===== src/rtl/core/rpd_pkg.sv =====
// ---------------------------------------------------------------------------
// rpd_pkg
// shared types and constants of the run-length pixel decoder
// ---------------------------------------------------------------------------
`default_nettype none

package rpd_pkg;

   localparam int unsigned MAX_FRAME_PIXELS = 131072;
   localparam int unsigned CNT_W            = $clog2(MAX_FRAME_PIXELS + 1);
   localparam int unsigned FRAME_W          = 18;
   localparam int unsigned SUM_W            = ((CNT_W > FRAME_W) ? CNT_W : FRAME_W) + 1;
   localparam int unsigned BYTE_W           = 8;
   localparam int unsigned PIXEL_W          = 16;
   localparam int unsigned RUN_W            = 7;

   localparam logic [FRAME_W-1:0] FRAME_PIXELS_RESET = FRAME_W'(130560);

   // request from the decoder to the frame counter
   typedef struct packed {
      logic             add;
      logic             check;
      logic [RUN_W-1:0] count;
   } count_req_type;

endpackage

`default_nettype wire


===== src/rtl/core/rpd_frame_counter.sv =====
// ---------------------------------------------------------------------------
// rpd_frame_counter
// frame size register and saturating pixel counter, flags the frame end
// ---------------------------------------------------------------------------
`default_nettype none

module rpd_frame_counter (
   input  wire logic                           clock,
   input  wire logic                           reset,
   input  wire logic                           csr_wr_en,
   input  wire logic [rpd_pkg::FRAME_W-1:0]    csr_wr_data,
   input  wire rpd_pkg::count_req_type         count_req,
   output logic                                frame_end
);

   logic [rpd_pkg::FRAME_W-1:0] frame_ff;
   logic [rpd_pkg::CNT_W-1:0]   done_ff;
   logic [rpd_pkg::CNT_W-1:0]   done_in;
   logic [rpd_pkg::SUM_W-1:0]   sum;
   logic [rpd_pkg::SUM_W-1:0]   sat;
   logic [rpd_pkg::SUM_W-1:0]   limit;
   logic [rpd_pkg::SUM_W-1:0]   max_pix;

   always_comb begin
      max_pix = rpd_pkg::SUM_W'(rpd_pkg::MAX_FRAME_PIXELS);
      sum     = rpd_pkg::SUM_W'(done_ff) + rpd_pkg::SUM_W'(count_req.count);
      sat     = (sum > max_pix) ? max_pix : sum;
      limit   = (rpd_pkg::SUM_W'(frame_ff) > max_pix) ? max_pix
                                                      : rpd_pkg::SUM_W'(frame_ff);
      frame_end = 1'b0;
      done_in   = done_ff;
      if (count_req.add) begin
         if (count_req.check && (sat >= limit)) begin
            frame_end = 1'b1;
            done_in   = '0;
         end else begin
            done_in   = rpd_pkg::CNT_W'(sat);
         end
      end
   end

   always_ff @(posedge clock) begin
      if (reset) begin
         frame_ff <= rpd_pkg::FRAME_PIXELS_RESET;
         done_ff  <= '0;
      end else begin
         if (csr_wr_en) begin
            frame_ff <= csr_wr_data;
         end
         done_ff <= done_in;
      end
   end

endmodule

`default_nettype wire


===== src/rtl/core/rpd_decode.sv =====
// ---------------------------------------------------------------------------
// rpd_decode
// byte phase tracking: headers, pixel byte pairs and run bookkeeping
// ---------------------------------------------------------------------------
`default_nettype none

module rpd_decode (
   input  wire logic                          clock,
   input  wire logic                          reset,
   input  wire logic                          step,
   input  wire logic [rpd_pkg::BYTE_W-1:0]    code_byte,
   output logic                               emit,
   output logic [rpd_pkg::PIXEL_W-1:0]        pixel_value,
   output logic [rpd_pkg::RUN_W-1:0]          run_length,
   output rpd_pkg::count_req_type             count_req
);

   typedef enum logic [1:0] {
      PH_HEADER,
      PH_LOW,
      PH_HIGH
   } phase_type;

   phase_type                      phase_ff, phase_in;
   logic                           repeat_ff, repeat_in;
   logic [rpd_pkg::RUN_W-1:0]      left_ff, left_in;
   logic [rpd_pkg::BYTE_W-1:0]     low_ff, low_in;
   logic [rpd_pkg::RUN_W-1:0]      left_dec;

   always_comb begin
      phase_in    = phase_ff;
      repeat_in   = repeat_ff;
      left_in     = left_ff;
      low_in      = low_ff;
      emit        = 1'b0;
      pixel_value = {code_byte, low_ff};
      run_length  = rpd_pkg::RUN_W'(1);
      count_req   = '0;
      left_dec    = left_ff - rpd_pkg::RUN_W'(left_ff != '0);
      unique case (phase_ff)
         PH_LOW: begin
            low_in   = code_byte;
            phase_in = PH_HIGH;
         end
         PH_HIGH: begin
            if (repeat_ff) begin
               phase_in   = PH_HEADER;
               left_in    = '0;
               run_length = left_ff;
               if (left_ff != '0) begin
                  emit = 1'b1;
               end
               count_req.check = 1'b1;
               count_req.count = left_ff;
            end else begin
               emit            = 1'b1;
               left_in         = left_dec;
               count_req.count = rpd_pkg::RUN_W'(1);
               if (left_dec == '0) begin
                  phase_in        = PH_HEADER;
                  count_req.check = 1'b1;
               end else begin
                  phase_in        = PH_LOW;
               end
            end
         end
         default: begin
            repeat_in = code_byte[rpd_pkg::BYTE_W-1];
            left_in   = code_byte[rpd_pkg::RUN_W-1:0];
            if (code_byte != '0) begin
               phase_in = PH_LOW;
            end else begin
               phase_in = PH_HEADER;
            end
         end
      endcase
      emit          = emit & step;
      count_req.add = emit;
   end

   always_ff @(posedge clock) begin
      if (reset) begin
         phase_ff  <= PH_HEADER;
         repeat_ff <= 1'b0;
         left_ff   <= '0;
         low_ff    <= '0;
      end else if (step) begin
         phase_ff  <= phase_in;
         repeat_ff <= repeat_in;
         left_ff   <= left_in;
         low_ff    <= low_in;
      end
   end

endmodule

`default_nettype wire


===== src/rtl/core/rle_pixel_decoder_core.sv =====
// ---------------------------------------------------------------------------
// rle_pixel_decoder_core
// run-length decoder for a 16-bit pixel stream, one byte per request
// ---------------------------------------------------------------------------
// The block takes one encoded byte per clock cycle and keeps that rate as
// long as results are taken. A byte goes into an input register, is decoded
// from there against the phase state and the frame counter once the output
// register can advance, and any result lands in that output register. A
// literal pixel gives one result every two bytes; a repeat run gives a
// single result carrying its length. rsp_tlast marks the result that ends a
// run and brings the frame to or past the frame size written through
// csr_wr_data. The user must write the frame size only while the block is
// idle; the block itself does not enforce this.
`default_nettype none

module rle_pixel_decoder_core (
   input  wire logic                                 clock,
   input  wire logic                                 reset,
   input  wire logic                                 req_tvalid,
   output logic                                      req_tready,
   input  wire logic [7:0]                           req_tdata,   // code_byte[7:0]
   output logic                                      rsp_tvalid,
   input  wire logic                                 rsp_tready,
   output logic [23:0]                               rsp_tdata,   // pixel_value[15:0], run_length[22:16], zero[23]
   output logic                                      rsp_tlast,   // frame_end
   input  wire logic                                 csr_wr_en,
   input  wire logic [rpd_pkg::FRAME_W-1:0]          csr_wr_data  // frame_pixels
);

   logic                            in_valid_ff, in_valid_in;
   logic [rpd_pkg::BYTE_W-1:0]      in_byte_ff;
   logic                            out_valid_ff, out_valid_in;
   logic [rpd_pkg::PIXEL_W-1:0]     out_pixel_ff;
   logic [rpd_pkg::RUN_W-1:0]       out_len_ff;
   logic                            out_last_ff;
   logic                            advance;
   logic                            step;
   logic                            emit;
   logic [rpd_pkg::PIXEL_W-1:0]     pixel_value;
   logic [rpd_pkg::RUN_W-1:0]       run_length;
   logic                            frame_end;
   rpd_pkg::count_req_type          count_req;

   assign advance      = !out_valid_ff || rsp_tready;
   assign step         = in_valid_ff && advance;
   assign req_tready   = !in_valid_ff || advance;
   assign in_valid_in  = req_tready ? req_tvalid : in_valid_ff;
   assign out_valid_in = advance ? emit : out_valid_ff;

   rpd_decode u_decode (
      .clock       (clock),
      .reset       (reset),
      .step        (step),
      .code_byte   (in_byte_ff),
      .emit        (emit),
      .pixel_value (pixel_value),
      .run_length  (run_length),
      .count_req   (count_req)
   );

   rpd_frame_counter u_frame_counter (
      .clock       (clock),
      .reset       (reset),
      .csr_wr_en   (csr_wr_en),
      .csr_wr_data (csr_wr_data),
      .count_req   (count_req),
      .frame_end   (frame_end)
   );

   always_ff @(posedge clock) begin
      if (reset) begin
         in_valid_ff  <= 1'b0;
         out_valid_ff <= 1'b0;
      end else begin
         in_valid_ff  <= in_valid_in;
         out_valid_ff <= out_valid_in;
      end
      if (req_tready) begin
         in_byte_ff <= req_tdata;
      end
      if (advance) begin
         out_pixel_ff <= pixel_value;
         out_len_ff   <= run_length;
         out_last_ff  <= frame_end;
      end
   end

   assign rsp_tvalid = out_valid_ff;
   assign rsp_tdata  = {1'b0, out_len_ff, out_pixel_ff};
   assign rsp_tlast  = out_last_ff;

endmodule

`default_nettype wire


===== config.mk =====
export PLATFORM = sky130hd
export DESIGN_NAME = rle_pixel_decoder_core
export DESIGN_NICKNAME = d
export VERILOG_FILES = /design/src/rtl/core/rpd_pkg.sv /design/src/rtl/core/rpd_frame_counter.sv /design/src/rtl/core/rpd_decode.sv /design/src/rtl/core/rle_pixel_decoder_core.sv
export SDC_FILE = /design/constraint.sdc
export NUM_CORES = 1
export LEC_CHECK = 0
export CAP_MARGIN = 25
export CORE_UTILIZATION = 40
export DETAILED_ROUTE_END_ITERATION = 8
export DONT_BUFFER_PORTS = 1
export SLEW_MARGIN = 30
export SYNTH_ARGS = -nofsm -noshare
export SYNTH_HDL_FRONTEND = slang
export SYNTH_SLANG_ARGS = --single-unit

===== constraint.sdc =====
create_clock -name clock -period 11.1 [get_ports clock]
set_input_delay 2.22 -clock clock [delete_from_list [all_inputs] [get_ports clock]]
set_output_delay 2.22 -clock clock [all_outputs]
set_load 0.1 [all_outputs]

### Word-level counts from Yosys, hierarchy flattened

Index checks and enable logic that the tools add are counted.

| operators by class | value |
|---|---|
| reduce and logical (&&, ||, !) cells | 14 |
| order comparisons | 3 |
| add/subtract/negate cells | 2 |
| eq/ne operators | 2 |
| muxes and demuxes | 16 |
| bitwise gates (word level) | 3 |

Operators by type and width:

| operator | number |
|---|---|
| $mux 18 | 2 |
| $add 18x7->19 | 1 |
| $ge 19x19->1 | 1 |
| $gt 19x18->1 const B | 1 |
| $mux 19 | 1 |
| $gt 18x18->1 const B | 1 |
| $mux 8 | 2 |
| $pmux 7 s2 | 1 |
| $reduce_and 2->1 | 4 |
| $reduce_bool 8->1 | 1 |
| $logic_not 7->1 | 1 |
| $mux 1 | 7 |
| $mux 7 | 1 |
| $reduce_bool 7->1 | 1 |
| $sub 7x1->7 | 1 |
| $pmux 2 s2 | 1 |
| $eq 2x1->1 const B | 1 |
| $eq 2x2->1 const B | 1 |
| $logic_and 1x1->1 | 2 |
| $logic_not 1->1 | 2 |
| $logic_or 1x1->1 | 2 |
| $mux 2 | 1 |
| $not 1->1 | 2 |
| $reduce_or 2->1 | 1 |
| $and 1x1->1 | 1 |

| storage, ports and cells | value |
|---|---|
| output and inout bits | 27 |
| input bits | 31 |
| bits in registers | 88 |

### Logic depth before layout (Yosys ltp)

| depth | value |
|---|---|
| word-level depth | 12 |
| mapped depth | 25 |
| mapped depth without buffers | 21 |

### Modules after synthesis

From an unflattened synthesis, not the netlist that was laid out.

| unflattened totals | value |
|---|---|
| cell total of the unflattened synthesis | 521 |
| area total of the unflattened synthesis | 4913.5 µm² |

By module, submodules not included:

| module | instances | seq. area each (µm²) | area an instance (µm²) | cells an instance |
|---|---|---|---|---|
| rpd_frame_counter | 1 | 720.7 | 2692.6 | 328 |
| rpd_decode | 1 | 360.3 | 1171.1 | 150 |
| rle_pixel_decoder_core | 1 | 1001.0 | 1049.8 | 43 |

### Least setup slack after synthesis

OpenSTA, ideal clock, no wires.

| path | value |
|---|---|
| path kind | input -> output |
| from | input rsp_tready |
| to | output req_tready |
| slack | 5796 ps |
| stages on the path | 2 |
| data arrival time | 3084 ps |
| cell sequence | nor2b_1 nand2_1 |

| between the ends | value |
|---|---|
| word-level cells in the longest chain between the ends | 2 |

RTL lines:

| what | RTL line | RTL |
|---|---|---|
| from (decl) | rle_pixel_decoder_core.sv:23 | `input wire logic rsp_tready,` |
| $logic_or 1x1->1 | rle_pixel_decoder_core.sv:44 | `assign advance = !out_valid_ff \|\| rsp_tready;` |
| $logic_or 1x1->1 | rle_pixel_decoder_core.sv:46 | `assign req_tready = !in_valid_ff \|\| advance;` |
| to (decl) | rle_pixel_decoder_core.sv:20 | `output logic req_tready,` |

No other way between the ends.

### Worst setup path after layout

| path | value |
|---|---|
| from | register u_decode.phase_ff[0] |
| to | register u_frame_counter.done_ff[1] (netlist bit) |

| between the ends | value |
|---|---|
| word-level cells in the longest chain between the ends | 8 |

RTL lines:

| what | RTL line | RTL |
|---|---|---|
| from (decl) | rpd_decode.sv:24 | `phase_type phase_ff, phase_in;` |
| from (signal assigned) | rpd_decode.sv:88 | `phase_ff <= phase_in;` |
| $eq 2x2->1 * | rpd_decode.sv:40 | `unique case (phase_ff)` |
| $mux 8 | rpd_decode.sv:40 |  |
| $add 18x7->19 | rpd_frame_counter.sv:26 | `sum = rpd_pkg::SUM_W'(done_ff) + rpd_pkg::SUM_W'(count_req.count);` |
| $gt 19x18->1 | rpd_frame_counter.sv:27 | `sat = (sum > max_pix) ? max_pix : sum;` |
| $mux 19 | rpd_frame_counter.sv:27 |  |
| $ge 19x19->1 | rpd_frame_counter.sv:33 | `if (count_req.check && (sat >= limit)) begin` |
| $logic_and 1x1->1 | rpd_frame_counter.sv:33 |  |
| $mux 18 | rpd_frame_counter.sv:33 |  |
| to (signal assigned) | rpd_frame_counter.sv:50 | `done_ff <= done_in;` |
| to (decl) | rpd_frame_counter.sv:17 | `logic [rpd_pkg::CNT_W-1:0] done_ff;` |

Every way passes the cells marked *; elsewhere a longest branch is shown, timed or not.
A chain may end at the register's enable or synchronous reset.

==> results.yml <==
sta:
  max-slew-margin-rel_pct: 33.7
  finalSetupTns_ns: 0
  rsz_0062_raised_after_global_routing: "no"
  final.period_utilization_pct: 52.2
  clock.fmax_ghz: 0.173
  worstMarginPinSlew_ns: 0.993
  final_max_slew_viol_count: 0
  fin_crit_ns: 5.79
  final.setup_skew_ns: 0.00835
  final-setup-viol-count: 0
  hold_viol: 0
clock_network:
  clock_tree.buffer_depth: 2
  clock_tree.root_cell: "clkbuf_16"
  cts_buffers: 9
  post-cts-setup-buffer-count: 0
  ctsHoldBuffers: 0
  clk-insertion-delay-late_ns: 0.34
  clkSlewWorstSetupHoldPaths_ns: 0.07
  ctsHtreeMaxLevel: 3
  post_cts_resized: 0
  cts_tree: "built"
  clock_sinks: 88
global_route:
  via_count_of_the_first_global_routing_pass: 3551
  gr-total-overflow: 0
  pin_count_of_the_biggest_net_entering_global_routing: 42
  gr-usage-all-layers_pct: 18.1
  first_pass_grt_wire_length_mm: 18.1
  initial_antenna_violation_count: 0
worst_setup_path:
  r2r-start: "u_decode.phase_ff[0]"
  crit_chain: "inv_1, ha_1, a21boi_0, ha_1, fa_1, a211oi_2, o21ai_1, xor2_1, or4_4, nor4_4, a31o_4, nand2_1, ha_1, nand2b_1, a21o_1, a21oi_1, o21a_1, o21ai_0, a21oi_2, nand3_4, o21ai_0"
  end_kind: "register"
  critical_path.max_stage_delay_ns: 0.56
  worst_path_max_delay_cell: "or4_4"
  r2r_setup_slack_ns: 5.31
  cp-startpoint: "u_decode.phase_ff[0]"
  startpoint_type: "register"
  worst-path-max-fanout: 26
  path_common_cell: "ha_1"
  critical_path.reg2reg.endpoint: "u_frame_counter.done_ff[1]"
  ff_to_ff_path_depth: 21
  critical_path_class: "reg -> reg"
  critPathArrivalTime_ns: 6.05
  cp_data_required_time_ns: 11.36
  critPathCapture: "u_frame_counter.done_ff[1]"
yosys:
  cell_count_after_synthesis: 530
  synth_area_per_cell_um2: 9.22
  ys_ff_latch: 88
  netlist_area_mm2: 0.00488
  synthXorXnorAreaFrac_pct: 1.97
  yosys_warnings: 0
  synth_ff_type: "dfxtp_1"
  postSynthNetCount: 591
  synth_top_family_by_area: "simple AND/OR/NAND/NOR gates"
  synthAdderAreaFrac_pct: 7.84
  synth_seq_area_share_pct: 42.6
  synth_async_sr_flop_share_pct: 0
  yosys-mux-area-fraction_pct: 2.46
  post_synth_and_or_nand_nor_area_fraction_pct: 20.3
  synth.distinct_cells: 70
  number_of_flops_mapped_to_enable_cells_by_yosys: 32
  post_synthesis_compound_gate_area_fraction_pct: 19.9
routing:
  via_count: 3817
  drt_first_iter_violations: 282
  detail_route.wl_per_cell_um: 16.8
  met2_length_mm: 4.70
  detail_route.first_pass.iterations: 5
  routed-wl-met3_um: 722
  antenna_violating_nets_post_route: 0
  routed.top_layer: "met4"
  routedLengthMet1_mm: 5.37
  route.detailed.vias_per_inst: 5.81
  totalWireLength_mm: 11.0
  number_of_design_rule_violations_left_after_detail_routing: 0
die:
  rows: 39
  die_area_mm2: 0.0127
  die_h_um: 113
  top_level_ports: 58
  fp.coreArea_mm2: 0.0117
  die_x_um: 113
  start_util_pct: 41.9
hold_path:
  startpoint_of_the_worst_hold_path: "u_decode.low_ff[1]"
  worst_hold_class: "reg -> reg"
cells_and_area:
  signed_area_change_from_the_synthesized_netlist_to_the_final_layout_pct: 7.22
  layout.cells.most_common: "nand2_1"
  most_used_cells_in_the_layout_excluding_fill_and_tap_cells: "63 x nand2_1, 56 x dfxtp_1, 36 x nor2_1"
  nFillCells: 1108
  layout-drive-gt1-share_pct: 7.78
  n_antenna_cell: 0
  layout.nets: 570
place:
  detailedPlacementHpwl_mm: 8.09
  placement.io_buffers: 0
  finalWeightedCongestion: 0.880
power_and_ir_drop:
  vdd_ir_drop_max_v: 0.0000976
  power_uw: 733
  leakagePower_uw: 0.00212
  p_per_area_mw_per_mm2: 140
outcome:
  status: "completed"
run:
  maxCapViolCount: 0
[through the flow]
| stage | cell area [um2] | utilization (%) | setup slack [ns] | instances | hold slack (ns) |
|---|---|---|---|---|---|
| 2_1_floorplan | 4880 | - | 5.80 | 530 | 0.408 |
| 3_3_place_gp | 4920 | 42.2 | 5.51 | 641 | 0.418 |
| 3_5_place_dp | 4920 | 42.2 | 5.36 | 641 | 0.420 |
| 4_1_cts | 5240 | 44.9 | 5.33 | 657 | 0.436 |
| 5_1_grt | 5240 | 44.9 | 4.93 | 657 | 0.441 |
| 6_report | 5240 | 44.9 | 5.31 | 657 | 0.434 |
[report_power, final]
group / leakage (uW) / switching, uW / internal [uW]
Sequential: 0.000819 / 27.6 / 344
Combinational: 0.00115 / 27.2 / 20.3
Clock: 0.000151 / 130 / 184
Total: 0.00212 / 185 / 548
[synthesized netlist by cell type, drive strengths merged (8+ instances only)]
master   n  share of area, %
a21o     8               1.2
ha      29               7.4
dfxtp   56                23
and2     8               1.0
nor2b   12               1.5
nor3     9              0.92
buf     10               1.3
inv     20               1.5
o21ai   33               3.8
nand2   63               4.8
a21oi   30               3.2
mux2i   12               2.5
nand3   21               2.4
edfxtp  32                20
nor2    37               3.0
clkbuf  24               1.9
a211o   11               2.0
a211oi   8               1.3
and3    14               1.8
[state kept, by name, indices dropped and copies added (netlist names)]
name	cells
out_len_ff	7
in_byte_ff	8
u_decode.phase_ff	2
u_decode.repeat_ff	1
rsp_tlast	1
out_pixel_ff	16
u_decode.left_ff	7
in_valid_ff	1
rsp_tvalid	1
u_frame_counter.frame_ff	18
u_decode.low_ff	8
u_frame_counter.done_ff	18
[critical path, delay by kind of cell (launching register included)]
family	cells	cell delay, ns
AO/OA/AOI/OAI	10	2.32
buffers and inverters	1	0.05
adder cells (fa/ha/maj)	4	1.44
flip-flops	1	0.36
AND/OR/NAND/NOR	5	1.36
XOR/XNOR	1	0.17
[metal layers]
layer	track usage, %	vias up
met4	7.73	0
met5	0	-
met1	26.2	1768
met3	4.48	19
li1	-	1891
met2	25.4	139
[worst min path at each step]
stage,endpoint,cells past startpoint,slack (ns)
2_1_floorplan,out_pixel_ff[0],0,0.41
3_3_place_gp,out_pixel_ff[1],0,0.42
3_5_place_dp,out_pixel_ff[1],0,0.42
4_1_cts,out_pixel_ff[1],0,0.44
5_1_grt,out_pixel_ff[2],0,0.44
6_report,out_pixel_ff[1],0,0.43
[logic make-up (layout without fill, tap and decap cells)]
family	count (synthesis)	after routing
simple gates	194	194
mux	12	12
buf+inv	56	40
fa+ha+maj	30	30
compound gates	138	138
flops	88	88
other cells	1	1
xor+xnor	11	11
[layout make-up]
type                            count  area (um2)  area share (%)
Clock inverter                      6        75.1            1.43
Sequential cell                    88        2080            39.8
Clock buffer                       10         239            4.56
Tap cell                          143         179            3.42
Timing Repair Buffer                2        15.0           0.287
Inverter                           22        82.6            1.58
Multi-Input combinational cell    386        2560            49.0
Power figures use the tool's default switching activity.
